**src/rtl/crat_pkg.sv**
```systemverilog
package crat_pkg;

  localparam int CONN_SLOTS_DEF   = 64;
  localparam int WINDOW_DEPTH_DEF = 1024;

  localparam int ID_W    = 64;
  localparam int CNT_W   = 32;
  localparam int AVG_W   = 39;
  localparam int MODE_W  = 2;
  localparam int STAT_W  = 2;

  localparam logic [MODE_W-1:0] MODE_OPEN    = 2'd0;
  localparam logic [MODE_W-1:0] MODE_REQUEST = 2'd1;
  localparam logic [MODE_W-1:0] MODE_CLOSE   = 2'd2;

  localparam logic [STAT_W-1:0] STAT_OK      = 2'd0;
  localparam logic [STAT_W-1:0] STAT_UNKNOWN = 2'd1;
  localparam logic [STAT_W-1:0] STAT_FULL    = 2'd2;

  typedef struct packed {
    logic [MODE_W-1:0] mode;
    logic [ID_W-1:0]   id;
  } crat_evt_t;

  typedef struct packed {
    logic [STAT_W-1:0] status;
    logic              gauge_valid;
    logic [AVG_W-1:0]  avg;
  } crat_res_t;

endpackage

```
**src/rtl/crat_fifo.sv**
```systemverilog
module crat_fifo (
  input  logic                clk,
  input  logic                rst,
  input  logic                in_valid,
  output logic                in_ready,
  input  crat_pkg::crat_evt_t in_data,
  output logic                out_valid,
  input  logic                out_ready,
  output crat_pkg::crat_evt_t out_data
);
  import crat_pkg::*;

  crat_evt_t  mem [2];
  logic       wr_ptr;
  logic       rd_ptr;
  logic [1:0] count;

  logic do_wr;
  logic do_rd;

  assign in_ready  = (count != 2'd2);
  assign out_valid = (count != 2'd0);
  assign out_data  = mem[rd_ptr];
  assign do_wr     = in_valid && in_ready;
  assign do_rd     = out_valid && out_ready;

  always_ff @(posedge clk) begin
    if (do_wr) begin
      mem[wr_ptr] <= in_data;
    end
  end

  always_ff @(posedge clk) begin
    if (rst) begin
      wr_ptr <= 1'b0;
      rd_ptr <= 1'b0;
      count  <= 2'd0;
    end else begin
      if (do_wr) wr_ptr <= ~wr_ptr;
      if (do_rd) rd_ptr <= ~rd_ptr;
      count <= count + {1'b0, do_wr} - {1'b0, do_rd};
    end
  end
endmodule

```
**config.mk**
```make
export PLATFORM = sky130hd
export DESIGN_NAME = crat_fifo
export DESIGN_NICKNAME = d
export VERILOG_FILES = /design/src/rtl/crat_pkg.sv /design/src/rtl/crat_fifo.sv
export SDC_FILE = /design/constraint.sdc
export NUM_CORES = 1
export LEC_CHECK = 0
export BUFFER_PORTS_ARGS = -buffer_cell sky130_fd_sc_hd__buf_2
export CAP_MARGIN = 20
export CORE_ASPECT_RATIO = 1.5
export CORE_MARGIN = 2
export CORE_UTILIZATION = 52
export DETAILED_ROUTE_END_ITERATION = 12
export GPL_ROUTABILITY_DRIVEN = 1
export PLACE_DENSITY = 0.88
export SYNTH_ARGS = -nofsm -noshare
export SYNTH_HDL_FRONTEND = slang
export SYNTH_SLANG_ARGS = --single-unit
```
**constraint.sdc**
```tcl
create_clock -name clk -period 5.1 [get_ports clk]
set_clock_uncertainty 0.1 [all_clocks]
set_input_delay 0 -clock clk [delete_from_list [all_inputs] [get_ports clk]]
set_output_delay 0 -clock clk [all_outputs]
set_load 0.05 [all_outputs]
```
# Yosys cells after proc, flatten, opt, wreduce, memory -nomap -nowiden
# Memories as Yosys holds them, arrays and structs flattened. A register that Yosys moved wholly into a read port is not among the register bits.
# Index checks and enable logic that the tools add are counted.
totals:
  input_bits: 70
  ramBits: 132
  memories: 1
  register_bits: 4
classes:
  n_addsub: 2
  n_bitwise: 2
  n_mux: 4
  n_eq_ne: 1
  reduce_logical: 3
memory_table:
  columns: ["name", "words", "word_bits", "read_ports", "rd_clocked_by_memory_dff", "write_ports", "line_no", "text"]
  rows:
  - ["mem", 2, 66, 1, 1, 1, "crat_fifo.sv:13", "crat_evt_t mem [2];"]
op_table:
  columns: ["cell", "count"]
  rows:
  - ["1-bit two-way mux", 4]
  - ["2-bit by 1-bit adder with 2-bit output", 1]
  - ["1-bit logical AND", 2]
  - ["2-bit inequality test, second input constant", 1]
  - ["1-bit inverter", 2]
  - ["2-bit nonzero test", 1]
  - ["2-bit by 1-bit subtractor with 2-bit output", 1]

# Depth between registers and ports, before layout
# Gate-level depths: netlist of run 1.
depth:
  depth_word: 4
  mapped_depth: 8
  depth_no_buf: 8

# Least setup slack after synthesis of run 1
# OpenSTA, ideal clock, no wires.
synth_path:
  kind: "reg-to-reg"
  from: "register count[0]"
  to: "memory mem[0][0] in the netlist's numbering (enable)"
  n_path_buf: 0
  setup_time_ns: 0.490
  t_required_ns: 4.510
  synth_period_minus_slack_ns: 4.153
  arrival_ns: 3.562
  path_stages_with_launch: 4
  path_slack_ns: 0.947
  cell_sequence: "dfxtp_1 nand2b_2 nand2_1 nor2_1"
synth_via:
  elab_chain_cells: 4
synth_lines:
  columns: ["element", "line_no", "text"]
  rows:
  - ["start: declaration", "crat_fifo.sv:16", "logic [1:0] count;"]
  - ["start signal: assignment", "crat_fifo.sv:41", "count <= count + {1'b0, do_wr} - {1'b0, do_rd};"]
  - ["2-bit inequality test", "crat_fifo.sv:21", "assign in_ready = (count != 2'd2);"]
  - ["via in_ready", "crat_fifo.sv:5", "output logic in_ready,"]
  - ["1-bit logical AND", "crat_fifo.sv:24", "assign do_wr = in_valid && in_ready;"]
  - ["1-bit two-way mux", "crat_fifo.sv:28", "if (do_wr) begin"]
  - ["1-bit two-way mux (implied by the code)", "crat_fifo.sv:29", "mem[wr_ptr] <= in_data;"]
  - ["end: declaration", "crat_fifo.sv:13", null]
# The timed path passes the listed nets, and every way through them passes these cells.

# Final worst setup path of run 1
layout_path:
  from: "register count[0]"
  to: "memory mem[0][56] in the netlist's numbering (enable)"
layout_via:
  elab_chain_cells: 4
layout_lines:
  columns: ["element", "line_no"]
  rows:
  - ["2-bit inequality test", "crat_fifo.sv:21"]
  - ["1-bit logical AND", "crat_fifo.sv:24"]
  - ["1-bit two-way mux", "crat_fifo.sv:28"]
  - ["1-bit two-way mux (implied by the code)", "crat_fifo.sv:29"]
# No other way between the ends.

==> results.sh, run 1 <==
export IMPL_cts_sinks=137
export IMPL_port_buffers=137
export IMPL_ys_types=17
export IMPL_drive_gt1_share_pct=52.1
export IMPL_htreeDepth=4
export IMPL_finalSetupTns_ns=0
export IMPL_crit_chain="nand2b_2 -> nand2_1 -> nor2_4 -> buf_4"
export IMPL_min_delay_start="in_data[51]"
export IMPL_ys_seq_area_share_pct=78.9
export IMPL_min_period_ns=2.42
export IMPL_viasPerCell=4.85
export IMPL_avgSynthCellArea_um2=22.5
export IMPL_num_antenna_cells=0
export IMPL_cpMaxStageDelayCell="nor2_4"
export IMPL_finalNetCount=522
export IMPL_netlist_area_um2=5150
export IMPL_dr_pass1_iters=3
export IMPL_start_util_pct=53.2
export IMPL_dpl_instance_area_um2=5940
export IMPL_synthesis_nets=301
export IMPL_critical_path_max_stage_delay_ns=0.73
export IMPL_rr_worst_depth=4
export IMPL_arrival_ns=2.37
export IMPL_detail_route_iter0_violations=163
export IMPL_clock_latency_ns=0.41
export IMPL_regArea_um2=4070
export IMPL_num_vias=2804
export IMPL_route_detailed_wl_per_inst_um=16.5
export IMPL_final_cell_mix="137 x buf_2, 132 x edfxtp_1, 70 x dlygate4sd3_1"
export IMPL_crit_fanout=34
export IMPL_max_freq_ghz=0.413
export IMPL_power_density_nw_per_um2=563
export IMPL_drt_wl_total_mm=9.52
export IMPL_grt_usage_pct=18.7
export IMPL_start_kind="flip-flop"
export IMPL_grt_start_max_net_pins=67
export IMPL_die_w_um=85.3
export IMPL_final_fill_count=560
export IMPL_hold_path_end="mem[1][51]"
export IMPL_setup_viol=0
export IMPL_drc=0
export IMPL_grt_pass1_vias=3071
export IMPL_ant_nets=0
export IMPL_antenna_found_initial=0
export IMPL_cts_buffers=17
export IMPL_worst_slew_pin_slew_ns=1.06
export IMPL_clockBufferDepth=2
export IMPL_clk_pin_slew_worst_paths_ns=0.06
export IMPL_coreArea_um2=9690
export IMPL_multi_input_area_um2=1030
export IMPL_grt_pass1_wl_mm=14.8
export IMPL_final_area_um2=7300
export IMPL_layout_commonest_cell="buf_2"
export IMPL_fin_crit_sh_pct=47.4
export IMPL_r2r_end="mem[0][56]"
export IMPL_relSlewSlack_pct=29.2
export IMPL_num_io_pins=138
export IMPL_status="finished, final reports clean"
export IMPL_gp_congestion=0.688
export IMPL_drv_cap=0
export IMPL_rsz0062_at_grt="no"
export IMPL_cts_root_buf="clkbuf_16"
export IMPL_overflow=0
export IMPL_reg2reg_slack_ns=2.68
export IMPL_end_kind="flip-flop"
export IMPL_final_max_slew_viol_count=0
export IMPL_cts_tree="built"
export IMPL_rows=44
export IMPL_path_class="reg -> reg"
export IMPL_hp_class="in -> reg"
export IMPL_critPathRequiredTime_ns=5.05
export IMPL_ys_ff_latch=137
export IMPL_syn_inst=229
export IMPL_hpwl_mm=5.44
export IMPL_peakVddDrop_uv=495
export IMPL_areaGrowthSynthToFinish_pct=41.7
export IMPL_p_leak_nw=2.88
export IMPL_dieArea_um2=10700
export IMPL_reg2reg_from="count[0]"
export IMPL_cts_resized_gates=0
export IMPL_yosys_warnings=0
export IMPL_worst_hold_path_num_cells=2
export IMPL_hold_viol=0
export IMPL_dieHeight_um=126
==> cells by family after synthesis <==
group           count (synthesis)  share of synthesized area (%)
fa+ha+maj                       2                          0.485
simple gates                   11                           1.09
buf+inv                         8                           1.36
compound gates                  1                          0.146
mux                            67                           17.6
xor+xnor                        3                          0.510
flops                         137                           78.9
==> layer usage <==
metal / vias to the layer above / GRT usage [%] / routed length [µm]
li1: 1344 / - / -
met1: 1332 / 19.3 / 3460
met2: 106 / 33.0 / 5280
met3: 22 / 5.70 / 488
met4: 0 / 10.4 / 287
met5: - / 0 / 0
==> repair_timing <==
action,4_1_cts,5_1_grt
setup buffers,0,0
endpoints found under the hold margin,137,0
hold buffers,70,0
==> power by group <==
part / switching (mW) / internal, mW
combinational: 0.824 / 0.428
sequential: 0.121 / 1.42
clock: 0.426 / 0.894
==> worst max-delay path by stage <==
stage / start / cells past startpoint / endpoint
2_1_floorplan: count[0] / 3 / mem[0][0]
3_3_place_gp: count[0] / 4 / mem[0][1]
3_5_place_dp: count[0] / 4 / mem[0][24]
4_1_cts: count[0] / 4 / mem[0][36]
5_1_grt: count[0] / 4 / mem[0][36]
6_report: count[0] / 4 / mem[0][56]
==> critical path, delay by kind of cell, from the launching register on <==
| family | cells | cell delay [ns] |
|---|---|---|
| simple gates | 3 | 1.02 |
| buf+inv | 1 | 0.54 |
| flops | 1 | 0.36 |
==> synth_stat cells (all sizes together) <==
cell type    n  share of area, %
ha           2              0.49
nand2b       1              0.17
nor2b        2              0.24
nor2         5              0.36
edfxtp     132                77
nand2        1             0.073
dfxtp        5               1.9
and3         1              0.12
inv          1             0.073
or2          1              0.12
o21a         1              0.15
xnor2        2              0.34
xor2         1              0.17
buf          7               1.3
mux2        67                18
==> area by class of cell <==
cell class,instances,area share [%]
clock buffer,21,6.31
clock inverter,11,2.67
inverter,1,0.0514
multi-input combinational,84,14.1
sequential,137,55.7
tap,115,1.97
timing repair buffer,209,19.2
==> stage by stage <==
stage               utilization (%)  power, mW  setup slack, ns  cells  hold slack (ns)
floorplan                         -       2.54            0.947    229          -0.0284
global placement               61.4       2.74             2.75    476           0.0869
detailed placement             61.4       2.77             2.70    476           0.0909
CTS                            75.3       4.13             2.67    578            0.200
global route                   75.3       4.25             2.50    578            0.216
finish                         75.3       4.11             2.68    578            0.212
==> sequential cells by signal, summed over array words and instances (netlist names), named ones only <==
signal  count
count       2
mem       132
wr_ptr      1
rd_ptr      1
(Power assumes the default switching activity.)
==> run 2, diff against run 1 <==
--- a/config.mk
+++ b/config.mk
@@ -9,10 +9,10 @@
 export CAP_MARGIN = 20
 export CORE_ASPECT_RATIO = 1.5
 export CORE_MARGIN = 2
-export CORE_UTILIZATION = 52
+export CORE_UTILIZATION = 47
 export DETAILED_ROUTE_END_ITERATION = 12
 export GPL_ROUTABILITY_DRIVEN = 1
-export PLACE_DENSITY = 0.88
+export PLACE_DENSITY = 0.84
 export SYNTH_ARGS = -nofsm -noshare
 export SYNTH_HDL_FRONTEND = slang
 export SYNTH_SLANG_ARGS = --single-unit
==> constraint.sdc (replaced) <==
create_clock -name clk -period 2.05 [get_ports clk]
set_clock_uncertainty 0.1 [all_clocks]
set_input_delay 0 -clock clk [delete_from_list [all_inputs] [get_ports clk]]
set_output_delay 0 -clock clk [all_outputs]
set_load 0.05 [all_outputs]
==> run 2 against run 1 <==
Utilization decreased by 5.6 points. Sequential power increased by 140%. Sequential cell count unchanged. Largest cell class unchanged.
==> results.sh, run 2 (synthesis gave the netlist of run 1 again) <==
export IMPL_max_freq_ghz=0.517
export IMPL_final_max_slew_viol_count=0
export IMPL_cts_root_buf="clkbuf_16"
export IMPL_dr_pass1_iters=5
export IMPL_finalSetupTns_ns=0
export IMPL_worst_slew_pin_slew_ns=0.367
export IMPL_arrival_ns=1.84
export IMPL_hpwl_mm=6.25
export IMPL_ant_nets=0
export IMPL_min_delay_start="in_data[48]"
export IMPL_coreArea_um2=10600
export IMPL_final_cell_mix="137 x buf_2, 132 x edfxtp_1, 70 x dlygate4sd3_1"
export IMPL_setup_viol=0
export IMPL_grt_usage_pct=18.1
export IMPL_drv_cap=0
export IMPL_path_class="reg -> out"
export IMPL_rows=46
export IMPL_dieHeight_um=132
export IMPL_reg2reg_slack_ns=0.31
export IMPL_start_kind="flip-flop"
export IMPL_relSlewSlack_pct=75.5
export IMPL_r2r_end="count[1]"
export IMPL_final_fill_count=676
export IMPL_finalNetCount=526
export IMPL_p_leak_nw=2.91
export IMPL_num_antenna_cells=0
export IMPL_top_regs="mem (132), count (2)"
export IMPL_clock_latency_ns=0.40
export IMPL_power_density_nw_per_um2=1390
export IMPL_fin_crit_sh_pct=94.4
export IMPL_viasPerCell=4.73
export IMPL_status="finished, final reports clean"
export IMPL_grt_pass1_vias=3246
export IMPL_regMostFlops="mem"
export IMPL_route_detailed_wl_per_inst_um=16.6
export IMPL_gp_congestion=0.753
export IMPL_drc=0
export IMPL_num_io_pins=138
export IMPL_areaGrowthSynthToFinish_pct=44.0
export IMPL_regArea_um2=4070
export IMPL_dieArea_um2=11800
export IMPL_die_w_um=89.5
export IMPL_cts_buffers=17
export IMPL_overflow=0
export IMPL_rsz0062_at_grt="no"
export IMPL_cts_tree="built"
export IMPL_endpoint="out_data[4]"
export IMPL_hp_class="in -> reg"
export IMPL_hold_slack_ns=0.220
export IMPL_dpl_instance_area_um2=6090
export IMPL_min_period_ns=1.94
export IMPL_postCtsSetupBuffers=0
export IMPL_drt_wl_total_mm=10.1
export IMPL_clockBufferDepth=2
export IMPL_end_kind="output pin"
export IMPL_critPathRequiredTime_ns=1.95
export IMPL_drive_gt1_share_pct=52.8
export IMPL_htreeDepth=4
export IMPL_antenna_found_initial=0
export IMPL_largest_reg_flops=132
export IMPL_rr_worst_depth=7
export IMPL_detail_route_iter0_violations=112
export IMPL_finalPower_mw=10.3
export IMPL_num_vias=2885
export IMPL_clk_pin_slew_worst_paths_ns=0.06
export IMPL_port_buffers=137
export IMPL_cts_sinks=137
export IMPL_grt_start_max_net_pins=40
export IMPL_layout_commonest_cell="buf_2"
export IMPL_crit_fanout=23
export IMPL_peakVddDrop_uv=862
export IMPL_multi_input_area_um2=1040
export IMPL_start_util_pct=48.4
export IMPL_final_area_um2=7420
export IMPL_hold_viol=0
export IMPL_grt_pass1_wl_mm=15.6
export IMPL_reg2reg_from="count[1]"
-- run 2: changes by cell type in the layout (fill, tap and decap cells not counted), moves of 2 or more --
cell / change
clkinv_2: +2
buf_12: +5
clkinv_1: +2
clkbuf_1: -2
clkbuf_8: -2
-- run 2: worst min path at each step --
stage,end,cells past startpoint
floorplan,count[0],1
global placement,mem[1][44],1
detailed placement,mem[1][23],1
CTS,mem[1][9],2
global route,mem[1][21],2
finish,mem[0][48],2
-- run 2: timing repair --
item,4_1_cts,5_1_grt
hold buffers,70,0
hold endpoints to repair,137,0
gates resized for setup,0,0
-- run 2: stage by stage --
step | std cells | util (%) | worst slack (ns)
final | 610 | 69.7 | 0.114
after global routing | 610 | 69.7 | 0.0266
after CTS | 610 | 69.7 | 0.0827
after detailed placement | 509 | 57.2 | 0.308
after global placement | 509 | 57.2 | 0.441
after floorplan | 229 | - | -0.100
-- run 2: power by group --
| part | total (mW) | switching, mW | internal [mW] |
|---|---|---|---|
| Sequential | 3.70 | 0.178 | 3.52 |
| Combinational | 3.38 | 2.23 | 1.15 |
| Clock | 3.20 | 1.06 | 2.14 |
| Total | 10.3 | 3.47 | 6.81 |
-- run 2: layer usage --
metal  GRT usage [%]  wire (µm)
met1            18.3       3740
met5               0          0
met2            32.0       5680
met4            8.71        284
met3            5.95        448
-- run 2: cell type report --
| type | instances | share of cell area, % |
|---|---|---|
| Inverter | 1 | 0.0506 |
| Sequential cell | 137 | 54.8 |
| Multi-Input combinational cell | 84 | 14.1 |
| Tap cell | 144 | 2.43 |
| Timing Repair Buffer | 213 | 20.1 |
| Clock inverter | 14 | 2.76 |
| Clock buffer | 17 | 5.73 |
-- run 2: critical path: stages, from the launching register on --
cell     delay [ns]
dfxtp_4        0.57
buf_12         0.26
mux2_2         0.37
buf_2          0.22
==> run 3, diff against run 2 <==
--- a/config.mk
+++ b/config.mk
@@ -9,10 +9,11 @@
 export CAP_MARGIN = 20
 export CORE_ASPECT_RATIO = 1.5
 export CORE_MARGIN = 2
-export CORE_UTILIZATION = 47
+export CORE_UTILIZATION = 49
+export CTS_BUF_LIST = sky130_fd_sc_hd__clkbuf_4
 export DETAILED_ROUTE_END_ITERATION = 12
 export GPL_ROUTABILITY_DRIVEN = 1
-export PLACE_DENSITY = 0.84
+export PLACE_DENSITY = 0.87
 export SYNTH_ARGS = -nofsm -noshare
 export SYNTH_HDL_FRONTEND = slang
 export SYNTH_SLANG_ARGS = --single-unit
==> run 3 against run 2 <==
Setup slack improved by 0.026 ns. Sequential share of layout area increased by 2.4 points. Count of clock-buffer cells in the layout up 3. Sequential cell count is the same. Combinational power is 1% higher. First-iteration DRC count fell by 19%. Non-clock buffer count grew 3. Die area decreased by 3.9%. Hold slack got worse by 0.11 ns. Sequential power shrank 1%. Utilization grew 0.079 points. Critical path type unchanged. Critical endpoint is now out_data[21]. Highest routed layer unchanged.
==> results.sh, run 3 (synthesis gave the netlist of run 1 again) <==
export IMPL_worst_slew_pin_slew_ns=0.414
export IMPL_final_max_slew_viol_count=0
export IMPL_power_frac_seq_pct=41.0
export IMPL_viasPerCell=4.75
export IMPL_clk_pin_slew_worst_paths_ns=0.11
export IMPL_coreArea_um2=10200
export IMPL_rows=45
export IMPL_cts_root_buf="clkbuf_4"
export IMPL_cts_buffers=17
export IMPL_peakVddDrop_uv=741
export IMPL_min_delay_start="in_data[5]"
export IMPL_path_class="reg -> out"
export IMPL_cts_sinks=137
export IMPL_finalPower_mw=8.93
export IMPL_ant_nets=0
export IMPL_gp_congestion=0.722
export IMPL_reg2reg_slack_ns=0.31
export IMPL_hp_class="in -> reg"
export IMPL_layout_commonest_cell="buf_2"
export IMPL_detail_route_iter0_violations=91
export IMPL_crit_fanout=11
export IMPL_switching_share_pct=36.6
export IMPL_antenna_found_initial=0
export IMPL_num_io_pins=138
export IMPL_drv_cap=0
export IMPL_drt_wl_total_mm=9.94
export IMPL_finalNetCount=529
export IMPL_power_frac_comb_pct=38.3
export IMPL_met1_length_mm=3.57
export IMPL_power_density_nw_per_um2=1260
export IMPL_grt_pass1_vias=3125
export IMPL_grt_pass1_wl_mm=14.9
export IMPL_grt_start_max_net_pins=31
export IMPL_port_buffers=137
export IMPL_grt_usage_pct=18.1
export IMPL_cpMaxStageDelayCell="dfxtp_4"
export IMPL_areaGrowthSynthToFinish_pct=38.0
export IMPL_final_cell_mix="137 x buf_2, 132 x edfxtp_1, 69 x dlygate4sd3_1"
export IMPL_arrival_ns=1.81
export IMPL_clock_latency_ns=0.50
export IMPL_htreeDepth=4
export IMPL_drc=0
export IMPL_dr_pass1_iters=4
export IMPL_status="finished, final reports clean"
export IMPL_die_w_um=87.7
export IMPL_fin_crit_sh_pct=93.2
export IMPL_hold_viol=0
export IMPL_max_freq_ghz=0.524
export IMPL_cts_tree="built"
export IMPL_end_kind="output pin"
export IMPL_cts_resized_gates=0
export IMPL_setup_viol=0
export IMPL_wl_met2_mm=5.63
export IMPL_dieHeight_um=130
export IMPL_rsz0062_at_grt="no"
export IMPL_start_kind="flip-flop"
export IMPL_top_layer="met4"
export IMPL_critPathRequiredTime_ns=1.95
export IMPL_p_int_mw=5.66
export IMPL_start_util_pct=50.6
export IMPL_critical_path_max_stage_delay_ns=0.48
export IMPL_hpwl_mm=6.12
export IMPL_top_regs="mem (132), count (2)"
export IMPL_min_period_ns=1.91
export IMPL_num_vias=2895
export IMPL_wl_met3_um=527
export IMPL_drive_gt1_share_pct=52.9
export IMPL_reg2reg_from="count[1]"
export IMPL_regMostFlops="mem"
export IMPL_overflow=0
export IMPL_clockPowerShare_pct=20.7
export IMPL_clockBufferDepth=2
export IMPL_num_antenna_cells=0
export IMPL_relSlewSlack_pct=72.3
export IMPL_largest_reg_flops=132
export IMPL_route_detailed_wl_per_inst_um=16.3
export IMPL_p_leak_nw=2.79
export IMPL_crit_chain="buf_4 -> mux2_2 -> buf_2"
export IMPL_p_switching_mw=3.27
export IMPL_utilization_pct=69.8
export IMPL_dieArea_um2=11400
run 3: changes by cell type in the layout (fill, tap and decap cells not counted), sizes merged:
cell and delta:
clkinvlp -2, bufinv -1, buf +4, clkbuf +3, dlygate4sd3 -1
run 3: final timing paths:
check                 endpoint  depth (start not counted)
hold reg to reg         rd_ptr                          2
setup reg to reg      count[1]                          7
hold / removal       mem[1][5]                          2
setup / recovery  out_data[21]                          3
run 3: power by group through the flow:
stage / clock network (mW) / registers (mW) / logic (mW)
2_1_floorplan: 0 / 3.66 / 2.66
5_1_grt: 2.01 / 3.70 / 3.57
3_5_place_dp: 0 / 3.75 / 3.27
4_1_cts: 1.90 / 3.66 / 3.43
6_report: 1.85 / 3.66 / 3.42
3_3_place_gp: 0 / 3.72 / 3.23
run 3: layer usage:
metal / vias up / GRT usage (%)
met5: - / 0
met4: 0 / 8.60
met3: 19 / 5.92
met2: 105 / 32.9
met1: 1411 / 18.2
li1: 1360 / -
run 3: critical path: cells and delay by family (launching register included):
kind	cells	cell delay (ns)
multiplexers	1	0.37
flip-flops	1	0.48
buffers and inverters	2	0.46
run 3: area by class of cell:
class	instances	area, µm²
Sequential cell	137	4070
Multi-Input combinational cell	84	1040
Fill cell	643	3080
Timing Repair Buffer	216	1520
Clock buffer	20	150
Tap cell	141	176
Clock inverter	11	154
Inverter	1	3.75
run 3: repair_timing:
action / in CTS / in global routing
buffers inserted: 1 / 0
endpoints found under the setup margin: 16 / 0
hold buffers: 69 / 0
endpoints found under the hold margin: 155 / 0
run 3: through the flow:
step	std cells	setup TNS [ns]	area [µm²]	worst slack (ns)	hold WS [ns]
detailed placement	509	0	6110	0.354	0.0914
finish	610	0	7110	0.140	0.110
global placement	509	0	6110	0.439	0.0868
global route	610	0	7110	0.0174	0.0687
CTS	610	0	7110	0.100	0.0560
floorplan	229	-6.61	5180	-0.100	-0.0358
